<file path="config.mk">
export PLATFORM = sky130hd
export DESIGN_NAME = stepper_dial_position_follower
export DESIGN_NICKNAME = d
export VERILOG_FILES = /design/src/hdl/sdpf_pkg.sv /design/src/hdl/stepper_dial_position_follower.sv
export SDC_FILE = /design/constraint.sdc
export NUM_CORES = 1
export LEC_CHECK = 0
export ABC_CLOCK_PERIOD_IN_PS = 9800
export BUFFER_PORTS_ARGS = -buffer_cell sky130_fd_sc_hd__buf_2
export CAP_MARGIN = 25
export CORE_MARGIN = 10
export CORE_UTILIZATION = 60
export DETAILED_ROUTE_END_ITERATION = 12
export HOLD_SLACK_MARGIN = 0.12
export PLACE_DENSITY = 0.9
export SLEW_MARGIN = 40
export SYNTH_ARGS = -nofsm -noshare
export SYNTH_HDL_FRONTEND = slang
export SYNTH_SLANG_ARGS = --single-unit
</file>
<file path="constraint.sdc">
create_clock -name clk -period 9.8 [get_ports clk]
set_input_delay 1.96 -clock clk [delete_from_list [all_inputs] [get_ports clk]]
set_output_delay 1.96 -clock clk [all_outputs]
set_load 0.02 [all_outputs]
</file>
<file path="src/hdl/sdpf_pkg.sv">
// Shared types, constants and coil phase tables for the stepper dial follower.
package sdpf_pkg;

  localparam int DATA_W = 16;
  localparam int CFG_INDEX_W = 4;
  localparam int TARGET_W = 12;
  localparam int PHASE_W = 3;
  localparam int COIL_W = 4;

  typedef logic [DATA_W-1:0] word_t;
  typedef logic [CFG_INDEX_W-1:0] cfg_index_t;
  typedef logic [PHASE_W-1:0] phase_t;
  typedef logic [COIL_W-1:0] coil_t;

  localparam cfg_index_t REG_MAX_DELAY = 4'd0;
  localparam cfg_index_t REG_MIN_DELAY = 4'd1;
  localparam cfg_index_t REG_DECEL_GAIN = 4'd2;
  localparam cfg_index_t REG_ACCEL_DECREMENT = 4'd3;

  localparam word_t SPEED_PER_STEP = 16'd22;
  localparam logic signed [DATA_W:0] ACCEL_MARGIN = 17'sd10;

  localparam word_t MAX_DELAY_RESET = 16'd70;
  localparam word_t MIN_DELAY_RESET = 16'd5;
  localparam word_t DECEL_GAIN_RESET = 16'd1000;
  localparam word_t ACCEL_DECREMENT_RESET = 16'd2;
  localparam word_t PREV_DELAY_RESET = 16'd70;
  localparam phase_t PHASE_RESET = 3'd1;

  // Coil drive bits for each phase; phases outside one to six drive nothing.
  function automatic coil_t phase_coils(input phase_t phase);
    coil_t c;
    case (phase)
      3'd1: c = 4'd9;
      3'd2: c = 4'd8;
      3'd3: c = 4'd2;
      3'd4: c = 4'd6;
      3'd5: c = 4'd4;
      3'd6: c = 4'd1;
      default: c = 4'd0;
    endcase
    return c;
  endfunction

  function automatic phase_t phase_cw(input phase_t phase);
    phase_t p;
    case (phase)
      3'd1: p = 3'd6;
      3'd2: p = 3'd1;
      3'd3: p = 3'd2;
      3'd4: p = 3'd3;
      3'd5: p = 3'd4;
      3'd6: p = 3'd5;
      default: p = phase;
    endcase
    return p;
  endfunction

  function automatic phase_t phase_ccw(input phase_t phase);
    phase_t p;
    case (phase)
      3'd1: p = 3'd2;
      3'd2: p = 3'd3;
      3'd3: p = 3'd4;
      3'd4: p = 3'd5;
      3'd5: p = 3'd6;
      3'd6: p = 3'd1;
      default: p = phase;
    endcase
    return p;
  endfunction

endpackage

</file>
<file path="src/hdl/stepper_dial_position_follower.sv">
// Top level of the stepper dial follower: sequencer, bit-serial divider and state.
//
// One input beat on in_valid/in_ready carries engine_speed for one step-timer
// tick; one output beat on out_valid/out_ready returns the step delay, the
// step flags, the coil pattern and the remaining error for that tick.
// Registers are written over cfg_valid/cfg_ready with cfg_index and cfg_data;
// cfg_ready is always high and indexes beyond three are dropped.
//
// A tick runs S_DIV_TGT, S_ERR, S_DIV_GAIN, S_DELAY and S_DONE when the dial is
// off target; on target S_ERR goes straight to S_DONE. Both divisions use the
// one shared restoring divider, which retires one quotient bit per cycle:
// first speed / 22, then decel_gain / |error|.
// in_ready is high only while no tick is being worked on, so one tick runs
// at a time: a new tick is not taken before the last one leaves S_DONE.
// A new tick may enter while the previous result still waits.
// If the receiver stalls, the finished tick holds in its last step until
// the output register frees, and state is updated only when the result
// is loaded there.
// Reset (rst, synchronous) restores the register defaults, clears the
// error and target, sets the stored delay to 70 and the coil phase to one.
module stepper_dial_position_follower (
  input  logic                   clk,
  input  logic                   rst,
  input  logic                   in_valid,
  output logic                   in_ready,
  input  sdpf_pkg::word_t        engine_speed,
  output logic                   out_valid,
  input  logic                   out_ready,
  output sdpf_pkg::word_t        step_delay,
  output logic                   step_taken,
  output logic                   step_clockwise,
  output sdpf_pkg::coil_t        coil_pattern,
  output logic signed [15:0]     error_left,
  input  logic                   cfg_valid,
  output logic                   cfg_ready,
  input  sdpf_pkg::cfg_index_t   cfg_index,
  input  sdpf_pkg::word_t        cfg_data
);
  import sdpf_pkg::*;

  localparam logic [2:0] S_IDLE     = 3'd0;
  localparam logic [2:0] S_DIV_TGT  = 3'd1;
  localparam logic [2:0] S_ERR      = 3'd2;
  localparam logic [2:0] S_DIV_GAIN = 3'd3;
  localparam logic [2:0] S_DELAY    = 3'd4;
  localparam logic [2:0] S_DONE     = 3'd5;

  logic [2:0] state;

  word_t max_delay, min_delay, decel_gain, accel_decrement;

  logic [TARGET_W-1:0] prev_target;
  logic signed [DATA_W-1:0] step_error;
  word_t prev_delay;
  phase_t coil_phase;

  // Divider registers.
  word_t div_rem, div_quo, div_dvs;
  logic [3:0] div_cnt;

  logic [TARGET_W-1:0] target;
  logic signed [DATA_W-1:0] err_sat;
  word_t delay;

  // One restoring division step.
  logic [DATA_W:0] div_shift, div_trial;
  always_comb begin
    div_shift = {div_rem, div_quo[DATA_W-1]};
    div_trial = div_shift - {1'b0, div_dvs};
  end

  // Error after the target change, saturated to the signed 16-bit range.
  logic signed [DATA_W+1:0] err_sum;
  logic signed [DATA_W-1:0] err_new;
  word_t err_abs;
  always_comb begin
    err_sum = {{2{step_error[DATA_W-1]}}, step_error}
            + $signed({6'd0, div_quo[TARGET_W-1:0]})
            - $signed({6'd0, prev_target});
    if (err_sum > 18'sd32767) begin
      err_new = 16'sh7fff;
    end else if (err_sum < -18'sd32768) begin
      err_new = 16'sh8000;
    end else begin
      err_new = err_sum[DATA_W-1:0];
    end
    // The magnitude of the most negative error still fits 16 unsigned bits.
    err_abs = err_new[DATA_W-1] ? (16'd0 - err_new) : err_new;
  end

  // Clamped delay from the gain quotient.
  logic [DATA_W:0] delay_sum;
  word_t delay_clamped;
  always_comb begin
    delay_sum = {1'b0, div_quo} + {1'b0, min_delay};
    delay_clamped = (delay_sum > {1'b0, max_delay}) ? max_delay : delay_sum[DATA_W-1:0];
  end

  // Result and state updates for the finished tick.
  logic load_out;
  logic signed [DATA_W:0] delay_drop;
  word_t issued, prev_delay_next;
  logic err_pos, err_neg;
  phase_t phase_next;
  logic signed [DATA_W-1:0] step_error_next;
  always_comb begin
    load_out = (state == S_DONE) && (!out_valid || out_ready);
    delay_drop = $signed({1'b0, prev_delay}) - $signed({1'b0, delay});
    if (delay_drop > ACCEL_MARGIN) begin
      issued = prev_delay;
      prev_delay_next = (prev_delay > accel_decrement) ? prev_delay - accel_decrement
                                                       : '0;
    end else begin
      issued = delay;
      prev_delay_next = delay;
    end
    err_pos = !err_sat[DATA_W-1] && (err_sat != '0);
    err_neg = err_sat[DATA_W-1];
    if (err_pos) begin
      phase_next = phase_cw(coil_phase);
      step_error_next = err_sat - 16'sd1;
    end else if (err_neg) begin
      phase_next = phase_ccw(coil_phase);
      step_error_next = err_sat + 16'sd1;
    end else begin
      phase_next = coil_phase;
      step_error_next = err_sat;
    end
  end

  assign in_ready = (state == S_IDLE);
  assign cfg_ready = 1'b1;

  always_ff @(posedge clk) begin
    if (rst) begin
      max_delay <= MAX_DELAY_RESET;
      min_delay <= MIN_DELAY_RESET;
      decel_gain <= DECEL_GAIN_RESET;
      accel_decrement <= ACCEL_DECREMENT_RESET;
    end else if (cfg_valid) begin
      unique case (cfg_index)
        REG_MAX_DELAY:       max_delay <= cfg_data;
        REG_MIN_DELAY:       min_delay <= cfg_data;
        REG_DECEL_GAIN:      decel_gain <= cfg_data;
        REG_ACCEL_DECREMENT: accel_decrement <= cfg_data;
        default: ;
      endcase
    end
  end

  always_ff @(posedge clk) begin
    if (rst) begin
      state <= S_IDLE;
      out_valid <= 1'b0;
      prev_target <= '0;
      step_error <= '0;
      prev_delay <= PREV_DELAY_RESET;
      coil_phase <= PHASE_RESET;
    end else begin
      if (load_out) begin
        out_valid <= 1'b1;
      end else if (out_valid && out_ready) begin
        out_valid <= 1'b0;
      end
      unique case (state)
        S_IDLE: begin
          if (in_valid) begin
            div_quo <= engine_speed;
            div_rem <= '0;
            div_dvs <= SPEED_PER_STEP;
            div_cnt <= '0;
            state <= S_DIV_TGT;
          end
        end
        S_DIV_TGT, S_DIV_GAIN: begin
          if (!div_trial[DATA_W]) begin
            div_rem <= div_trial[DATA_W-1:0];
            div_quo <= {div_quo[DATA_W-2:0], 1'b1};
          end else begin
            div_rem <= div_shift[DATA_W-1:0];
            div_quo <= {div_quo[DATA_W-2:0], 1'b0};
          end
          div_cnt <= div_cnt + 4'd1;
          if (div_cnt == 4'd15) begin
            state <= (state == S_DIV_TGT) ? S_ERR : S_DELAY;
          end
        end
        S_ERR: begin
          target <= div_quo[TARGET_W-1:0];
          err_sat <= err_new;
          if (err_new == '0) begin
            delay <= max_delay;
            state <= S_DONE;
          end else begin
            div_quo <= decel_gain;
            div_rem <= '0;
            div_dvs <= err_abs;
            div_cnt <= '0;
            state <= S_DIV_GAIN;
          end
        end
        S_DELAY: begin
          delay <= delay_clamped;
          state <= S_DONE;
        end
        S_DONE: begin
          if (load_out) begin
            step_delay <= issued;
            step_taken <= err_pos || err_neg;
            step_clockwise <= err_pos;
            coil_pattern <= phase_coils(phase_next);
            error_left <= step_error_next;
            prev_target <= target;
            step_error <= step_error_next;
            prev_delay <= prev_delay_next;
            coil_phase <= phase_next;
            state <= S_IDLE;
          end
        end
        default: state <= S_IDLE;
      endcase
    end
  end

endmodule

</file>
# After elaboration in Yosys (flattened, before gate mapping)
# Index checks and enable logic that the tools add are counted.
# W data, S select, Z words.
# word_totals
out_inout_bits	41
rom_bits	0
latch_bits	0
mem_bits_rw	0
input_bits	41
mem_count	0
regBits	249
# classes
n_reduce_logical	27
muxes	38
magnitude_cmp	5
bitwise_logic	1
n_div	0
shifts	0
n_mul	0
addsub	10
n_eq_ne	26
# op_table
op	count
$mux W16	17
$pmux W16 S3	2
$pmux W16 S2	2
$pmux W3 S6	2
$eq A3 B3 Y1 const B	8
$pmux W4 S6	1
$mux W3	7
$eq A3 B2 Y1 const B	6
$gt A18 B16 Y1 const B	1
$lt A18 B16 Y1 const B	1
$sub A17 B13 Y18	1
$add A16 B13 Y17	1
$add A16 B16 Y17	1
$gt A17 B16 Y1	1
$gt A17 B5 Y1 const B	1
$sub A16 B16 Y17	1
$sub A17 B16 Y17	1
$add A16 B2 Y16 const B	1
$gt A16 B16 Y1	1
$logic_not A16 Y1	1
$reduce_bool A16 Y1	1
$sub A1 B16 Y16 const A	1
$sub A16 B16 Y16	1
$sub A16 B2 Y16 const B	1
22 further kinds	46

# Depth between registers and ports, before layout
# logic_depth
ltp_word	9
depth_mapped	20
depth_no_buf	19

# Worst setup path before layout
# OpenSTA, ideal clock, no wires.
# synth_timing
path_type	register to register
startpoint	register div_quo[1]
endpoint	register div_cnt[0], enable pin
setup_slack_ps	2480
arrival_time_ps	6836
stages_incl_launch_ff	19
synth_period_minus_slack_ps	7320
path_cell_list	edfxtp_1 > inv_1 > fa_1 > inv_1 > fa_1 > a211oi_1 > o21ai_1 > a31o_2 > o31a_1 > a21boi_1 > or2_2 > clkbuf_1 > o21ai_0 > ha_1 > clkbuf_1 > and3_1 > o2111ai_1 > mux2i_1 > a211oi_1
# synth_between
elab_chain_len	8
elab_cells_between_ends	9
# synth_lines
item	line	source
from (decl)	stepper_dial_position_follower.sv:58	word_t div_rem, div_quo, div_dvs;
from (signal assigned)	stepper_dial_position_follower.sv:168	div_quo <= engine_speed;
from (signal assigned)	stepper_dial_position_follower.sv:178	div_quo <= {div_quo[DATA_W-2:0], 1'b1};
from (signal assigned)	stepper_dial_position_follower.sv:181	div_quo <= {div_quo[DATA_W-2:0], 1'b0};
$add A16 B13 Y17 (*)	stepper_dial_position_follower.sv:78	+ $signed({6'd0, div_quo[TARGET_W-1:0]})
$sub A17 B13 Y18 (*)	stepper_dial_position_follower.sv:79	- $signed({6'd0, prev_target});
$lt A18 B16 Y1	stepper_dial_position_follower.sv:82	end else if (err_sum < -18'sd32768) begin
$mux W16	stepper_dial_position_follower.sv:82	
$mux W16 (*)	stepper_dial_position_follower.sv:80	if (err_sum > 18'sd32767) begin
$logic_not A16 Y1 (*)	stepper_dial_position_follower.sv:191	if (err_new == '0) begin
$ne A2 B2 Y1 (no source line) (*)	-	
$reduce_and A4 Y1 (no source line) (*)	-	
to (signal assigned)	stepper_dial_position_follower.sv:183	div_cnt <= div_cnt + 4'd1;
to (decl)	stepper_dial_position_follower.sv:59	logic [3:0] div_cnt;
# Mark *: on every way between the ends. The rest lies on a longest branch, timed or not.
# A chain may end at the register's enable or synchronous reset.

# Final worst setup path
# layout_timing
startpoint	register div_quo[1]
endpoint	register delay[5], enable pin
# layout_between
elab_chain_len	8
elab_cells_between_ends	9
# layout_lines
item	line	source
$add A16 B13 Y17 (*)	stepper_dial_position_follower.sv:78	
$sub A17 B13 Y18 (*)	stepper_dial_position_follower.sv:79	
$lt A18 B16 Y1	stepper_dial_position_follower.sv:82	
$mux W16	stepper_dial_position_follower.sv:82	
$mux W16 (*)	stepper_dial_position_follower.sv:80	
$logic_not A16 Y1 (*)	stepper_dial_position_follower.sv:191	
$ne A2 B2 Y1 (no source line) (*)	-	
$reduce_and A3 Y1 (no source line) (*)	-	
to (signal assigned)	stepper_dial_position_follower.sv:192	delay <= max_delay;
to (signal assigned)	stepper_dial_position_follower.sv:203	delay <= delay_clamped;
to (decl)	stepper_dial_position_follower.sv:63	word_t delay;
# Marked as above.

==> reports/metrics.cfg <==
[status]
status = finished clean

[drt]
firstDrtPassIters = 8
routed_wirelength_mm = 42.3
num_vias = 13400
drt-wirelength-per-cell_um = 19.6
drt_drc_violations_left = 0
route.antenna.remaining_nets = 0
routed_via_density = 6.19
first_iter_violations = 1480

[setup_path]
worst_r2r_path_cells = 16
setup.worst_path.class = reg2reg
critical_path.reg2reg.endpoint = delay[5]
critPathArrivalTime_ns = 6.18
worst_setup_path_end_kind = register
crit_buf_inv = 2
worst_ep_required_time_ns = 9.98
cp_cell_sequence = inv_1, fa_1, inv_1, ha_1, a211oi_2, o21bai_1, a2111oi_2, o31a_1, o211ai_1, or2_2, a21oi_1, ha_1, and3_1, o2111ai_1, nand3b_1, a211oi_4
worst_setup_path_start_kind = register
path_depth = 16
critical_path.top_delay_family = compound AO/OA/AOI/OAI gates
reg2reg_slack_ns = 3.80
critical_path.slowest_cell = sky130_fd_sc_hd__a211oi_4
cp_slowest_stage_delay_ns = 0.80
r2r-start = div_quo[1]
maximum_fanout_count_along_the_critical_path = 16

[sta]
post-route-period-util_pct = 61.2
hold_viol = 0
rsz0062_at_grt = no
setup_viol = 0
final.setup_skew_ns = 0.0175
finalMaxSlewViolations = 0
worst_slew_pin_slew_ns = 0.843
fmax_mhz = 167
post-route-min-period_ns = 6.00
slew_headroom_pct = 43.6
setup-tns-final_ns = 0

[grt]
grt_pass1_wl_mm = 68.0
first_global_vias = 13100
all_layer_global_routing_usage_pct = 24.6
antenna_found_initial = 0
gr-total-overflow = 0
grt_start_max_net_pins = 73

[clocking]
clkLatencyLatePin_ns = 0.55
tritoncts_clock_tree = built
cts_inserted_buffers = 28
cts_hold_buffers = 0
post_cts.resized_instances = 0
cts_post_setup_buffers_inserted = 0
clock_sinks = 249
cts.path.max_buffers = 3
htreeDepth = 1
path_clk_slew_ns = 0.06
ctsRootBufferMaster = sky130_fd_sc_hd__clkbuf_16

[synthesis]
syn_nets = 1910
synth_cells = 1752
synth_fa_ha_area_share_pct = 10.1
yosys-mux-area-fraction_pct = 3.57
synth-compound-area-share_pct = 18.5
yosys_register_bits = 249
syn_avg_cell_area_um2 = 8.95
netlist_area_before_placement_um2 = 15700
yosys_warnings = 0
synth_async_sr_flop_share_pct = 0
yosys_most_used_dff = sky130_fd_sc_hd__edfxtp_1
synth_sequential_area_ratio_pct = 40.4
synth_enable_flop_cells = 134
synth_top_family_by_area = compound AO/OA/AOI/OAI gates
xor_and_xnor_fraction_of_the_mapped_netlist_area_pct = 4.08
synth.lib_cells_used.distinct = 88
synth_simple_gate_area_share_pct = 17.5

[run]
cap_viol_max_count = 0

[hold_path]
hold_path.startpoint = accel_decrement[5]
number_of_stages_on_the_worst_hold_path = 2
hold_class = reg2reg
end_point_of_the_worst_hold_path = accel_decrement[5]

[power]
power.ir.vdd_worst_mv = 0.165
power_per_cell_area_nw_per_um2 = 152
standby_leakage_power_nw = 6.83

[finish]
post-route-util_pct = 66.7
leading_cell_type_in_the_layout_fill_and_taps_excluded = sky130_fd_sc_hd__nand2_1
layout_common_cells = sky130_fd_sc_hd__nand2_1, sky130_fd_sc_hd__inv_1, sky130_fd_sc_hd__a21oi_1, sky130_fd_sc_hd__edfxtp_1, sky130_fd_sc_hd__nor2_1
antenna_cells = 0
final_layout_size_suffix_gt1_share_pct = 11.9
area_growth_syn_to_layout_pct = 10.3
layout.nets = 1961

[floorplanning]
dieArea_um2 = 33000
floorplan.initialDensity_pct = 60.5
num_io_pins = 82
core_region_area_um2 = 25900
fp.dieW_um = 182
dieHeight_um = 182
row_count = 59

[placement]
hpwlAfterDp_mm = 31.2
gp_routability_congestion = 0.977
io_buffers = 80

==> power by group <==
group          internal, W  total [W]  switching (W)
sequential         0.00112    0.00114      0.0000173
clock             0.000653    0.00109       0.000437
combinational     0.000148   0.000397       0.000249
==> worst min-delay path, cell delays in order (launching register included) <==
cell	delay, ns
sky130_fd_sc_hd__dfxtp_1	0.31
sky130_fd_sc_hd__nand2_1	0.05
sky130_fd_sc_hd__a21oi_1	0.05
==> synth_stat cells, drive strengths merged, types with 26 or more instances <==
cell type / n / share of area, %
ha: 101 / 8.1
o21ai: 88 / 2.8
a211oi: 29 / 1.7
dfxtp: 115 / 15
a21oi: 154 / 5.1
xnor2: 47 / 2.6
nor3: 34 / 1.1
mux2: 31 / 2.2
clkbuf: 51 / 1.2
inv: 163 / 3.9
nor2: 122 / 2.9
xor2: 26 / 1.5
nand2: 254 / 6.1
edfxtp: 134 / 26
nand3: 29 / 0.93
==> per-stage QoR <==
step,hold WS [ns],std cells,worst slack (ns),cell area [um^2],power (W)
after CTS,0.458,2160,3.84,17300,0.00262
after detailed placement,0.450,2108,3.86,16300,0.00154
after global placement,0.443,2108,3.90,16300,0.00153
final,0.460,2160,3.80,17300,0.00263
after global routing,0.489,2160,3.34,17300,0.00271
after floorplan,0.432,1752,2.48,15700,0.00144
==> logic make-up (layout without fill, tap and decap cells) <==
group           after synthesis  in the layout
simple gates                589            589
compound gates              437            437
flops                       249            249
buf+inv                     234            307
fa+ha+maj                   117            117
xor+xnor                     73             73
mux                          52             52
other cells                   1              1
==> state kept, by name (all words and copies together) (netlist names), 12 cells and up <==
name	cells
div_rem	16
div_quo	16
accel_decrement	16
error_left	16
step_error	16
step_delay	16
err_sat	16
prev_target	12
decel_gain	16
max_delay	16
prev_delay	16
delay	16
min_delay	16
target	12
div_dvs	16
==> cell type report <==
type / count / area [um^2]
fillers: 1936 / 8620
flip-flops and latches: 249 / 6330
clock inverters: 8 / 77.6
repair buffers: 91 / 485
inverters: 164 / 616
clock buffers: 44 / 895
well taps: 335 / 419
multi-input cells: 1269 / 8470
==> worst max-delay path by stage <==
stage | from | to | slack [ns]
2_1_floorplan | div_quo[1] | div_cnt[0] | 2.48
3_3_place_gp | div_quo[2] | delay[0] | 3.90
3_5_place_dp | div_quo[1] | delay[1] | 3.86
4_1_cts | div_quo[1] | delay[6] | 3.84
5_1_grt | div_quo[1] | delay[5] | 3.34
6_report | div_quo[1] | delay[5] | 3.80
==> routing by layer <==
layer | up-vias | part of all wire (%) | GRT usage, %
met5 | - | 0 | 0
met4 | 0 | 3.8 | 9.34
met3 | 130 | 8.5 | 3.98
met2 | 648 | 46 | 39.8
met1 | 6280 | 41 | 32.3
li1 | 6317 | - | -
Power figures use the tool's default switching activity.
